$ cat src/hw/rtl/ilid_pkg.sv
// Shared types, constants and controller/datapath interface for the indexed list.
package ilid_pkg;

   localparam int ILID_CAPACITY = 64;
   localparam int DATA_W        = 32;
   localparam int POS_W         = 7;
   localparam int KIND_W        = 3;
   localparam int STATUS_W      = 2;

   typedef enum logic [KIND_W-1:0] {
      REQ_APPEND = 3'd0,
      REQ_INSERT = 3'd1,
      REQ_READ   = 3'd2,
      REQ_MODIFY = 3'd3,
      REQ_DELETE = 3'd4
   } req_kind_type;

   typedef enum logic [STATUS_W-1:0] {
      ST_DONE  = 2'd0,
      ST_FULL  = 2'd1,
      ST_RANGE = 2'd2
   } rsp_status_type;

   typedef enum logic [1:0] {
      RD_POS,
      RD_CUR_DEC,
      RD_CUR_INC
   } rd_sel_type;

   typedef enum logic [1:0] {
      WR_COUNT_VAL,
      WR_POS_VAL,
      WR_CUR_DATA
   } wr_sel_type;

   typedef enum logic [2:0] {
      CUR_HOLD,
      CUR_FROM_COUNT,
      CUR_FROM_POS,
      CUR_DEC,
      CUR_INC
   } cur_op_type;

   typedef enum logic [3:0] {
      S_IDLE,
      S_EXEC,
      S_UP_RD,
      S_UP_WR,
      S_PUT,
      S_DN_RD,
      S_DN_WR,
      S_DONE
   } ctrl_state_type;

   typedef struct packed {
      logic           req_load;
      logic           set_status;
      rsp_status_type status;
      logic           mem_rd;
      rd_sel_type     rd_sel;
      logic           mem_wr;
      wr_sel_type     wr_sel;
      cur_op_type     cur_op;
      logic           count_inc;
      logic           count_dec;
      logic           rsp_load;
   } ilid_cmd_type;

   typedef struct packed {
      logic [KIND_W-1:0] kind;
      logic              full;
      logic              pos_gt_count;
      logic              pos_ge_count;
      logic              cur_at_pos;
      logic              cur_next_lt_count;
      logic              rsp_free;
   } ilid_stat_type;

endpackage

$ cat src/hw/rtl/ilid_ctrl.sv
// Controller state machine that sequences each list transaction through the datapath.
module ilid_ctrl (
   input  logic                   clock,
   input  logic                   reset,
   input  logic                   req_valid,
   output logic                   req_stall,
   input  ilid_pkg::ilid_stat_type stat,
   output ilid_pkg::ilid_cmd_type  cmd
);
   import ilid_pkg::*;

   ctrl_state_type state_ff;
   ctrl_state_type state_in;

   always_ff @(posedge clock) begin
      if (reset) begin
         state_ff <= S_IDLE;
      end else begin
         state_ff <= state_in;
      end
   end

   always_comb begin
      state_in = state_ff;
      unique case (state_ff)
         S_IDLE: begin
            if (req_valid) state_in = S_EXEC;
         end
         S_EXEC: begin
            unique case (stat.kind)
               REQ_INSERT: begin
                  if (!stat.full && !stat.pos_gt_count) state_in = S_UP_RD;
                  else state_in = S_DONE;
               end
               REQ_DELETE: begin
                  if (!stat.pos_ge_count) state_in = S_DN_RD;
                  else state_in = S_DONE;
               end
               default: state_in = S_DONE;
            endcase
         end
         S_UP_RD: begin
            if (stat.cur_at_pos) state_in = S_PUT;
            else state_in = S_UP_WR;
         end
         S_UP_WR: state_in = S_UP_RD;
         S_PUT:   state_in = S_DONE;
         S_DN_RD: begin
            if (stat.cur_next_lt_count) state_in = S_DN_WR;
            else state_in = S_DONE;
         end
         S_DN_WR: state_in = S_DN_RD;
         S_DONE: begin
            if (stat.rsp_free) state_in = S_IDLE;
         end
         default: state_in = S_IDLE;
      endcase
   end

   always_comb begin
      cmd        = '0;
      cmd.status = ST_DONE;
      cmd.rd_sel = RD_POS;
      cmd.wr_sel = WR_POS_VAL;
      cmd.cur_op = CUR_HOLD;
      req_stall  = 1'b1;
      unique case (state_ff)
         S_IDLE: begin
            req_stall    = 1'b0;
            cmd.req_load = req_valid;
         end
         S_EXEC: begin
            cmd.set_status = 1'b1;
            unique case (stat.kind)
               REQ_APPEND: begin
                  if (stat.full) begin
                     cmd.status = ST_FULL;
                  end else begin
                     cmd.mem_wr    = 1'b1;
                     cmd.wr_sel    = WR_COUNT_VAL;
                     cmd.count_inc = 1'b1;
                  end
               end
               REQ_INSERT: begin
                  // The full check takes precedence over the index check.
                  if (stat.full) cmd.status = ST_FULL;
                  else if (stat.pos_gt_count) cmd.status = ST_RANGE;
                  else cmd.cur_op = CUR_FROM_COUNT;
               end
               REQ_READ: begin
                  if (stat.pos_ge_count) begin
                     cmd.status = ST_RANGE;
                  end else begin
                     cmd.mem_rd = 1'b1;
                     cmd.rd_sel = RD_POS;
                  end
               end
               REQ_MODIFY: begin
                  if (stat.pos_ge_count) begin
                     cmd.status = ST_RANGE;
                  end else begin
                     cmd.mem_wr = 1'b1;
                     cmd.wr_sel = WR_POS_VAL;
                  end
               end
               REQ_DELETE: begin
                  if (stat.pos_ge_count) cmd.status = ST_RANGE;
                  else cmd.cur_op = CUR_FROM_POS;
               end
               default: cmd.status = ST_DONE;
            endcase
         end
         S_UP_RD: begin
            if (!stat.cur_at_pos) begin
               cmd.mem_rd = 1'b1;
               cmd.rd_sel = RD_CUR_DEC;
            end
         end
         S_UP_WR: begin
            cmd.mem_wr = 1'b1;
            cmd.wr_sel = WR_CUR_DATA;
            cmd.cur_op = CUR_DEC;
         end
         S_PUT: begin
            cmd.mem_wr    = 1'b1;
            cmd.wr_sel    = WR_POS_VAL;
            cmd.count_inc = 1'b1;
         end
         S_DN_RD: begin
            if (stat.cur_next_lt_count) begin
               cmd.mem_rd = 1'b1;
               cmd.rd_sel = RD_CUR_INC;
            end else begin
               cmd.count_dec = 1'b1;
            end
         end
         S_DN_WR: begin
            cmd.mem_wr = 1'b1;
            cmd.wr_sel = WR_CUR_DATA;
            cmd.cur_op = CUR_INC;
         end
         S_DONE: begin
            cmd.rsp_load = stat.rsp_free;
         end
         default: begin
            req_stall = 1'b1;
         end
      endcase
   end

endmodule

$ cat src/hw/rtl/ilid_datapath.sv
// Datapath: entry memory, count, shift cursor, request registers and result register.
module ilid_datapath #(
   parameter int CAPACITY = ilid_pkg::ILID_CAPACITY
) (
   input  logic                          clock,
   input  logic                          reset,
   input  logic [ilid_pkg::KIND_W-1:0]   req_type,
   input  logic [ilid_pkg::POS_W-1:0]    req_position,
   input  logic [ilid_pkg::DATA_W-1:0]   req_data_value,
   input  ilid_pkg::ilid_cmd_type        cmd,
   output ilid_pkg::ilid_stat_type       stat,
   output logic                          rsp_valid,
   input  logic                          rsp_stall,
   output logic [ilid_pkg::DATA_W-1:0]   rsp_read_value,
   output logic [ilid_pkg::POS_W-1:0]    rsp_entry_count,
   output logic [ilid_pkg::STATUS_W-1:0] rsp_status
);
   import ilid_pkg::*;

   localparam int ADDR_W = (CAPACITY > 1) ? $clog2(CAPACITY) : 1;
   localparam int CNT_W  = $clog2(CAPACITY + 1);
   localparam int CMP_W  = (CNT_W > POS_W) ? CNT_W : POS_W;

   logic [DATA_W-1:0] mem [CAPACITY];
   logic [DATA_W-1:0] rdata_ff;

   logic [KIND_W-1:0] kind_ff;
   logic [POS_W-1:0]  pos_ff;
   logic [DATA_W-1:0] val_ff;

   logic [CNT_W-1:0]  count_ff;
   logic [CNT_W-1:0]  count_in;
   logic [ADDR_W-1:0] cursor_ff;
   logic [ADDR_W-1:0] cursor_in;
   rsp_status_type    status_ff;
   rsp_status_type    status_in;

   logic                rsp_valid_ff;
   logic                rsp_valid_in;
   logic [DATA_W-1:0]   rsp_value_ff;
   logic [DATA_W-1:0]   rsp_value_in;
   logic [POS_W-1:0]    rsp_count_ff;
   logic [POS_W-1:0]    rsp_count_in;
   logic [STATUS_W-1:0] rsp_status_ff;

   logic [CMP_W-1:0]  pos_ext;
   logic [CMP_W-1:0]  count_ext;
   logic [CMP_W-1:0]  cursor_ext;
   logic [CMP_W-1:0]  cursor_next_ext;
   logic [ADDR_W-1:0] pos_addr;
   logic [ADDR_W-1:0] rd_addr;
   logic [ADDR_W-1:0] wr_addr;
   logic [DATA_W-1:0] wr_data;

   assign pos_ext         = CMP_W'(pos_ff);
   assign count_ext       = CMP_W'(count_ff);
   assign cursor_ext      = CMP_W'(cursor_ff);
   assign cursor_next_ext = cursor_ext + CMP_W'(1);
   // Only used once the index is known to lie within the list: below the count, or at most the count for an insert.
   assign pos_addr        = pos_ext[ADDR_W-1:0];

   assign stat.kind              = kind_ff;
   assign stat.full              = (count_ff == CNT_W'(CAPACITY));
   assign stat.pos_gt_count      = (pos_ext > count_ext);
   assign stat.pos_ge_count      = (pos_ext >= count_ext);
   assign stat.cur_at_pos        = (cursor_ext == pos_ext);
   assign stat.cur_next_lt_count = (cursor_next_ext < count_ext);
   assign stat.rsp_free          = !rsp_valid_ff || !rsp_stall;

   always_comb begin
      unique case (cmd.rd_sel)
         RD_POS:     rd_addr = pos_addr;
         RD_CUR_DEC: rd_addr = cursor_ff - ADDR_W'(1);
         RD_CUR_INC: rd_addr = cursor_ff + ADDR_W'(1);
         default:    rd_addr = pos_addr;
      endcase
   end

   always_comb begin
      unique case (cmd.wr_sel)
         WR_COUNT_VAL: begin
            wr_addr = count_ext[ADDR_W-1:0];
            wr_data = val_ff;
         end
         WR_POS_VAL: begin
            wr_addr = pos_addr;
            wr_data = val_ff;
         end
         WR_CUR_DATA: begin
            wr_addr = cursor_ff;
            wr_data = rdata_ff;
         end
         default: begin
            wr_addr = pos_addr;
            wr_data = val_ff;
         end
      endcase
   end

   always_ff @(posedge clock) begin
      if (cmd.mem_wr) mem[wr_addr] <= wr_data;
      if (cmd.mem_rd) rdata_ff <= mem[rd_addr];
   end

   always_ff @(posedge clock) begin
      if (cmd.req_load) begin
         kind_ff <= req_type;
         pos_ff  <= req_position;
         val_ff  <= req_data_value;
      end
   end

   always_comb begin
      unique case (cmd.cur_op)
         CUR_HOLD:       cursor_in = cursor_ff;
         CUR_FROM_COUNT: cursor_in = count_ext[ADDR_W-1:0];
         CUR_FROM_POS:   cursor_in = pos_addr;
         CUR_DEC:        cursor_in = cursor_ff - ADDR_W'(1);
         CUR_INC:        cursor_in = cursor_ff + ADDR_W'(1);
         default:        cursor_in = cursor_ff;
      endcase
   end

   always_comb begin
      priority if (cmd.count_inc) count_in = count_ff + CNT_W'(1);
      else if (cmd.count_dec) count_in = count_ff - CNT_W'(1);
      else count_in = count_ff;
   end

   assign status_in = cmd.set_status ? cmd.status : status_ff;

   always_ff @(posedge clock) begin
      if (reset) begin
         count_ff  <= '0;
         cursor_ff <= '0;
         status_ff <= ST_DONE;
      end else begin
         count_ff  <= count_in;
         cursor_ff <= cursor_in;
         status_ff <= status_in;
      end
   end

   assign rsp_value_in = (kind_ff == REQ_READ && status_ff == ST_DONE) ? rdata_ff : '0;
   assign rsp_count_in = count_ext[POS_W-1:0];

   always_comb begin
      priority if (cmd.rsp_load) rsp_valid_in = 1'b1;
      else if (!rsp_stall) rsp_valid_in = 1'b0;
      else rsp_valid_in = rsp_valid_ff;
   end

   always_ff @(posedge clock) begin
      if (reset) begin
         rsp_valid_ff <= 1'b0;
      end else begin
         rsp_valid_ff <= rsp_valid_in;
      end
   end

   always_ff @(posedge clock) begin
      if (cmd.rsp_load) begin
         rsp_value_ff  <= rsp_value_in;
         rsp_count_ff  <= rsp_count_in;
         rsp_status_ff <= status_ff;
      end
   end

   assign rsp_valid       = rsp_valid_ff;
   assign rsp_read_value  = rsp_value_ff;
   assign rsp_entry_count = rsp_count_ff;
   assign rsp_status      = rsp_status_ff;

endmodule

$ cat src/hw/rtl/indexed_list_insert_delete.sv
// Top level of the indexed list: a packed list of signed 32-bit entries with a count.
// Usage: a request transaction on req_* carries a kind (append, insert, read, modify,
// delete), an entry position and a data value. Each request gives exactly one response
// transaction on rsp_* with the value read (zero unless a read succeeded), the entry
// count after the request, and a status (done, full, or index out of range).
// The block takes one request at a time; req_stall is low only while it is idle.
// A request passes from idle to an execute state, then to a done state that loads the
// response register; append, read, modify, rejected and unknown requests take no other
// states. Insert and delete first shift entries one at a time through the entry memory,
// each move a read state and then a write state; insert then writes the new entry.
// The block returns to idle, ready for the next request, in the same cycle in which
// rsp_valid rises.
// The response sits in an output register, so the next request can be accepted while
// the receiver stalls; that request then waits for the register before it completes.
// Reset clears the count, so the list is empty; entry contents are not cleared.
module indexed_list_insert_delete #(
   parameter int CAPACITY = ilid_pkg::ILID_CAPACITY
) (
   input  logic                                 clock,
   input  logic                                 reset,
   input  logic                                 req_valid,
   output logic                                 req_stall,
   input  logic [ilid_pkg::KIND_W-1:0]          req_type,
   input  logic [ilid_pkg::POS_W-1:0]           req_position,
   input  logic signed [ilid_pkg::DATA_W-1:0]   req_data_value,
   output logic                                 rsp_valid,
   input  logic                                 rsp_stall,
   output logic signed [ilid_pkg::DATA_W-1:0]   rsp_read_value,
   output logic [ilid_pkg::POS_W-1:0]           rsp_entry_count,
   output logic [ilid_pkg::STATUS_W-1:0]        rsp_status
);
   import ilid_pkg::*;

   ilid_cmd_type  cmd;
   ilid_stat_type stat;

   ilid_ctrl u_ctrl (
      .clock     (clock),
      .reset     (reset),
      .req_valid (req_valid),
      .req_stall (req_stall),
      .stat      (stat),
      .cmd       (cmd)
   );

   ilid_datapath #(
      .CAPACITY (CAPACITY)
   ) u_datapath (
      .clock           (clock),
      .reset           (reset),
      .req_type        (req_type),
      .req_position    (req_position),
      .req_data_value  (req_data_value),
      .cmd             (cmd),
      .stat            (stat),
      .rsp_valid       (rsp_valid),
      .rsp_stall       (rsp_stall),
      .rsp_read_value  (rsp_read_value),
      .rsp_entry_count (rsp_entry_count),
      .rsp_status      (rsp_status)
   );

endmodule

$ cat config.mk
export PLATFORM = sky130hd
export DESIGN_NAME = indexed_list_insert_delete
export DESIGN_NICKNAME = d
export VERILOG_FILES = /design/src/hw/rtl/ilid_pkg.sv /design/src/hw/rtl/ilid_ctrl.sv /design/src/hw/rtl/ilid_datapath.sv /design/src/hw/rtl/indexed_list_insert_delete.sv
export SDC_FILE = /design/constraint.sdc
export NUM_CORES = 2
export LEC_CHECK = 0
export ABC_CLOCK_PERIOD_IN_PS = 11100
export BUFFER_PORTS_ARGS = -buffer_cell sky130_fd_sc_hd__buf_2
export CORE_ASPECT_RATIO = 1.1
export CORE_MARGIN = 5
export CORE_UTILIZATION = 65
export DETAILED_ROUTE_END_ITERATION = 12
export PLACE_DENSITY_LB_ADDON = 0.12
export SYNTH_ARGS = -nofsm -noshare
export SYNTH_HDL_FRONTEND = slang
export SYNTH_HIERARCHICAL = 1
export SYNTH_SLANG_ARGS = --single-unit
$ cat constraint.sdc
create_clock -name clock -period 11.1 [get_ports clock]
set_clock_uncertainty 0.05 [all_clocks]
set_input_delay 2.22 -clock clock [delete_from_list [all_inputs] [get_ports clock]]
set_output_delay 2.22 -clock clock [all_outputs]
set_load 0.02 [all_outputs]
# ---- After elaboration in Yosys (flattened, before gate mapping)
# Memory sizes are Yosys's and may differ from the RTL's. A register that Yosys moved wholly into a read port is not among the register bits.
# Index checks and enable logic that the tools add are counted.
dict set report op_classes {
  add_sub_neg 5
  n_mux 46
  eq_ne 23
  magnitude_cmp 3
  reduce_logical 16
}
# operator n
set ops {}
lappend ops {{32-bit 2-to-1 mux} 1}
lappend ops {{4-bit one-hot mux with 8 select lines} 1}
lappend ops {{3-bit 2-to-1 mux} 10}
lappend ops {{3-bit one-hot mux with 3 select lines} 3}
lappend ops {{6-bit one-hot mux with 2 select lines} 2}
lappend ops {{6-bit one-hot mux with 4 select lines} 1}
lappend ops {{4-bit by 3-bit == test with 1-bit output, second input constant} 4}
lappend ops {{1-bit 2-to-1 mux} 14}
lappend ops {{7-bit 2-to-1 mux} 2}
lappend ops {{3-bit by 2-bit == test with 1-bit output, second input constant} 4}
lappend ops {{3-bit one-hot mux with 2 select lines} 2}
lappend ops {{2-bit 2-to-1 mux} 5}
lappend ops {{4-bit by 2-bit == test with 1-bit output, second input constant} 2}
lappend ops {{4-bit 2-to-1 mux} 2}
lappend ops {{4-bit one-hot mux with 2 select lines} 1}
lappend ops {{6-bit by 1-bit adder with 7-bit output, second input constant} 1}
lappend ops {{7-bit by 1-bit adder with 7-bit output, second input constant} 1}
lappend ops {{6-bit by 7-bit == test with 1-bit output} 1}
lappend ops {{7-bit == test, second input constant} 1}
lappend ops {{7-bit >= comparator} 1}
lappend ops {{7-bit greater-than comparator} 1}
lappend ops {{7-bit < comparator} 1}
lappend ops {{7-bit by 1-bit subtractor with 7-bit output, second input constant} 1}
lappend ops {{6-bit by 1-bit adder with 6-bit output, second input constant} 1}
lappend ops {{21 further kinds} 30}
dict set report totals {
  n_memories 1
  ramBits 2048
  inputBits 46
  wordCells 105
  regBits 103
}
# memory words word_bits read_ports rd_clocked_by_memory_dff write_ports line_no
set mem_list {}
lappend mem_list {u_datapath.mem 64 32 1 1 1 ilid_datapath.sv:24} ;# logic [DATA_W-1:0] mem [CAPACITY];

# ---- Logic depth before layout (Yosys ltp)
dict set report logic_depth {
  word_depth 7
  ltp_mapped 25
}

# ---- Modules after synthesis
# Netlist, hierarchy kept.
# mod area_per_inst_um2 instances cells_each
set by_module_without_submodules {}
lappend by_module_without_submodules {ilid_datapath 88517.4 1 5538}
lappend by_module_without_submodules {ilid_ctrl 416.6 1 63}

# ---- Worst setup path after synthesis
# OpenSTA, ideal clock, no wires.
dict set report synth_path {
  kind {register -> register}
  from {reg u_datapath.cursor_ff[0]}
  to {reg u_datapath.rdata_ff[23] (read register of u_datapath.mem), data pin}
  path_buffers 6
  arrival_time_ps 4549
  stages_incl_launch_ff 23
  setup_ps 266
  setup_slack_ps 6235
  t_required_ps 10784
  path_cell_list {dfxtp_1 -> buf_2 -> inv_1 -> ha_1 -> ha_1 -> a21boi_0 -> o21a_1 -> o21a_1 -> o21a_1 -> o21ai_0 -> nand2b_1 -> a21oi_1 -> and3_1 -> ha_1 -> buf_4 -> buf_4 -> o31ai_4 -> buf_2 -> buf_1 -> clkbuf_1 -> nand3_1 -> a311oi_1 -> nor4_1}
}
# element line_no
set synth_rtl {}
lappend synth_rtl {{start: declaration} ilid_datapath.sv:33} ;# logic [ADDR_W-1:0] cursor_ff;
lappend synth_rtl {{start signal: assignment} ilid_datapath.sv:139} ;# cursor_ff <= cursor_in;
lappend synth_rtl {{end: declaration} ilid_datapath.sv:25} ;# logic [DATA_W-1:0] rdata_ff;

==> qor.tcl <==
set qor(grt_max_degree) 173
set qor(fin_crit_sh) 0.724
set qor(cp.required_ns) 11.57
set qor(p_leak_uw) 0.0338
set qor(grt_use_total) 0.338
set qor(async_reset_ff_frac) 0
set qor(grt.overflow.total) 0
set qor(grt_setup_unrepaired) {no}
set qor(final-setup-viol-count) 0
set qor(r2r-start) {u_datapath/cursor_ff[0]}
set qor(wirelength_per_cell_um) 32.0
set qor(worstSetupStartpointType) {flop}
set qor(die_x_um) 363
set qor(cts_tree) {done}
set qor(cts.reportedPaths.clkPinSlew_ns) 0.06
set qor(timing.critical_path.to_type) {flop}
set qor(power.ir.vdd_worst_uv) 218
set qor(critical_path_class) {flop to flop}
set qor(worst_slew_pin_slew_ns) 1.41
set qor(synth_top_area_share) 0.730
set qor(initial_core_util) 0.653
set qor(holdPathEnd) {u_datapath/rsp_entry_count[6]}
set qor(clock_latency_late_sink_ns) 0.84
set qor(crit-reg2reg-capture) {u_datapath/rdata_ff[8]}
set qor(crit_slowest_cell) {sky130_fd_sc_hd__nor3_1}
set qor(dp_cells) 7292
set qor(die_boundary_height_um) 398
set qor(period_needed_ns) 8.03
set qor(number_of_enable_flip_flop_cells_after_synthesis) 2163
set qor(placement_rows) 142
set qor(cp_cell_sequence) {inv_1 > ha_1 > ha_1 > a21boi_0 > o21a_1 > o21a_1 > o21a_1 > o21ai_0 > nand2b_1 > a21oi_1 > and3_1 > ha_1 > nor2b_4 > buf_4 > o21ai_4 > buf_12 > buf_4 > mux2i_1 > mux2_2 > o32ai_1 > nor3_1 > nor4_1}
set qor(worst_min_path_start) {u_datapath/count_ext[6]}
set qor(cts_buffers) 207
set qor(report.power.total_uw) 24900
set qor(netlist_instances) 5601
set qor(synth.lib_cells_used.distinct) 90
set qor(finish.cell_count_without_fillers) 7683
set qor(port_buffers) 88
set qor(synth_ff_type) {sky130_fd_sc_hd__edfxtp_1}
set qor(worst_r2r_path_depth) 22
set qor(totalWireLength_um) 246000
set qor(ys_top_cells_by_area) {sky130_fd_sc_hd__edfxtp_1 (73%), sky130_fd_sc_hd__mux2i_1 (8.3%), sky130_fd_sc_hd__nand2_1 (2.9%)}
set qor(critical_path_arrival_ns) 8.50
set qor(fp.coreArea_mm2) 0.136
set qor(worst_path_largest_cell_delay_ns) 1.02
set qor(result_of_the_run) {finished clean}
set qor(achievable-frequency_ghz) 0.124
set qor(synthesis_to_layout_area_growth_pct) 11.0
set qor(global_route_wire_length_before_repair_um) 350000
set qor(grt_pass1_vias) 50300
set qor(final_count_of_hold_timing_violations) 0
set qor(timing.reg2reg.setup_slack_ns) 3.07
set qor(design.portCount) 89
set qor(post-route-drc-count) 0
set qor(post_cts_resize_count) 0
set qor(drt-initial-drc-count) 7215
set qor(fin_area_mm2) 0.0987
set qor(viasPerCell) 6.81
set qor(max-clock-path-buffers) 3
set qor(path_max_fanout) 125
set qor(synthesis.yosys.warnings) 6
set qor(cts-root-buf) {sky130_fd_sc_hd__clkbuf_16}
set qor(ys_seq_area_frac) 0.735
set qor(gp_congestion) 0.880
set qor(hold_buffers) 0
set qor(fp.dieArea_mm2) 0.144
set qor(cellPowerDensity_mw_per_mm2) 252
set qor(cts_num_sinks) 2182
set qor(synth_nets) 5671
set qor(worstHoldPathCells) 0
set qor(cts_htree_levels) 4
set qor(tns_ns) 0
set qor(antenna_found_initial) 5
set qor(post_dp_cell_area_mm2) 0.0919
set qor(drt_pre_antenna_iters) 6
set qor(syn-cell-area_mm2) 0.0889
set qor(via_count) 52300
set qor(cts.repair_timing.setup_buffer_count) 0
set qor(syn-mean-instance-area_um2) 15.9
set qor(max_cap_violations) 0
set qor(final_layout_size_suffix_gt1_frac) 0.148
set qor(final-max-slew-violation-count) 0
set qor(synthDominantAreaCellType) {sky130_fd_sc_hd__edfxtp_1}
set qor(postRouteAntennaNets) 0
set qor(yosys_register_bits) 2182
set qor(slew_headroom) 0.0528
set qor(timing.hold.worst.class) {flop to flop}
set qor(post-dp-hpwl_um) 134000
set qor(final_net_count) 5771
-- cell usage after synthesis (all sizes together) (8+ instances only) --
master      n
clkbuf    134
o2111ai    67
xnor2      11
ha         23
nand4      10
mux2i     737
nor3       48
nand2b     14
o221ai     11
a21oi      95
and2       36
nor2      132
o32ai      38
o22ai      27
buf       220
nor4       48
o21ai      42
mux2      218
o211ai    149
a31oi      12
edfxtp   2163
a311oi    112
a211oi     36
o41ai      11
o21a        8
dfxtp      19
a221oi     11
xor2        9
nand3     100
nand2     693
a22o       21
and3      165
a22oi      11
inv        84
-- registers in the layout (all words and copies together), names as in the netlist, 3 cells and up --
signal and count:
u_datapath/mem 2048, u_datapath/rdata_ff 32, u_datapath/rsp_read_value 32, u_datapath/val_ff 32
u_datapath/count_ext 7, u_datapath/pos_ext 7, u_datapath/rsp_entry_count 7, u_datapath/cursor_ff 6
u_ctrl/state_ff 3, u_datapath/kind_ff 3
-- worst max-delay path, delay by kind of cell, from the launching register on --
kind | cells | cell delay [ns]
and+or+nand+nor | 5 | 1.76
buffers and inverters | 4 | 1.75
AOI/OAI and AO/OA | 8 | 1.38
adders and majority gates | 3 | 1.31
DFF | 1 | 0.65
muxes | 2 | 0.44
-- worst max path at each step --
stage	slack (ns)	from	endpoint	depth (start not counted)
after floorplan	6.24	u_datapath/cursor_ff[0]	u_datapath/rdata_ff[23]	22
after global placement	3.24	u_datapath/cursor_ff[0]	u_datapath/rdata_ff[8]	22
after detailed placement	3.18	u_datapath/cursor_ff[0]	u_datapath/rdata_ff[8]	22
after CTS	3.19	u_datapath/cursor_ff[0]	u_datapath/rdata_ff[8]	22
after global routing	2.68	u_datapath/cursor_ff[0]	u_datapath/rdata_ff[17]	23
final	3.07	u_datapath/cursor_ff[0]	u_datapath/rdata_ff[8]	22
-- final cells by class --
cell class | count | area [um2]
antenna | 7 | 17.5
timing repair buffer | 245 | 1760
multi-input combinational | 2981 | 22200
inverter | 84 | 315
fill | 8396 | 37400
tap | 1800 | 2250
clock buffer | 258 | 5440
sequential | 2182 | 65300
clock inverter | 126 | 1360
-- stage by stage --
step / hold slack, ns / setup WS, ns / utilization
after floorplan: 0.358 / 6.24 / -
after global placement: 0.365 / 3.24 / 0.675
after detailed placement: 0.374 / 3.18 / 0.675
after CTS: 0.389 / 3.19 / 0.725
after global routing: 0.406 / 2.68 / 0.725
final: 0.387 / 3.07 / 0.725
-- power by group --
| group | total [uW] | switching, uW | leakage, uW | internal, uW |
|---|---|---|---|---|
| clock | 7080 | 3000 | 0.00330 | 4080 |
| combinational | 7860 | 5220 | 0.0109 | 2640 |
| sequential | 9920 | 230 | 0.0196 | 9690 |
| total | 24900 | 8450 | 0.0338 | 16400 |
-- layer usage --
layer,vias to the layer above,GRT usage,share of wire,wire (um)
met3,625,0.0797,0.11,27900
met4,0,0.192,0.065,16100
met2,3243,0.527,0.47,114000
li1,22100,-,-,-
met1,26400,0.444,0.36,87500
met5,-,0,0,0
-- placed cells by master (no fill, tap or decap), types with 64 or more instances in the layout --
master and instances:
sky130_fd_sc_hd__a311oi_1 112, sky130_fd_sc_hd__o2111ai_1 67, sky130_fd_sc_hd__nand2_1 687, sky130_fd_sc_hd__clkbuf_16 210, sky130_fd_sc_hd__a21oi_1 94, sky130_fd_sc_hd__edfxtp_1 2163
sky130_fd_sc_hd__o211ai_1 148, sky130_fd_sc_hd__mux2_2 217, sky130_fd_sc_hd__buf_2 88, sky130_fd_sc_hd__buf_4 146, sky130_fd_sc_hd__nor2_1 64, sky130_fd_sc_hd__and3_1 165
sky130_fd_sc_hd__mux2i_1 736, sky130_fd_sc_hd__nand3_1 99, sky130_fd_sc_hd__inv_1 82, sky130_fd_sc_hd__nor2_4 66
-- cell families (layout without fill, tap and decap cells) --
family / count (synthesis) / after routing / share of synthesized area
xor gates and xnor gates: 20 / 20 / 0.00197
other: 0 / 7 / 0
AOI/OAI and AO/OA: 706 / 706 / 0.0610
muxes: 955 / 955 / 0.111
buffers and inverters: 438 / 713 / 0.0224
adders and majority gates: 24 / 24 / 0.00346
DFF: 2182 / 2182 / 0.735
and+or+nand+nor: 1276 / 1276 / 0.0661
(Power assumes the default switching activity.)
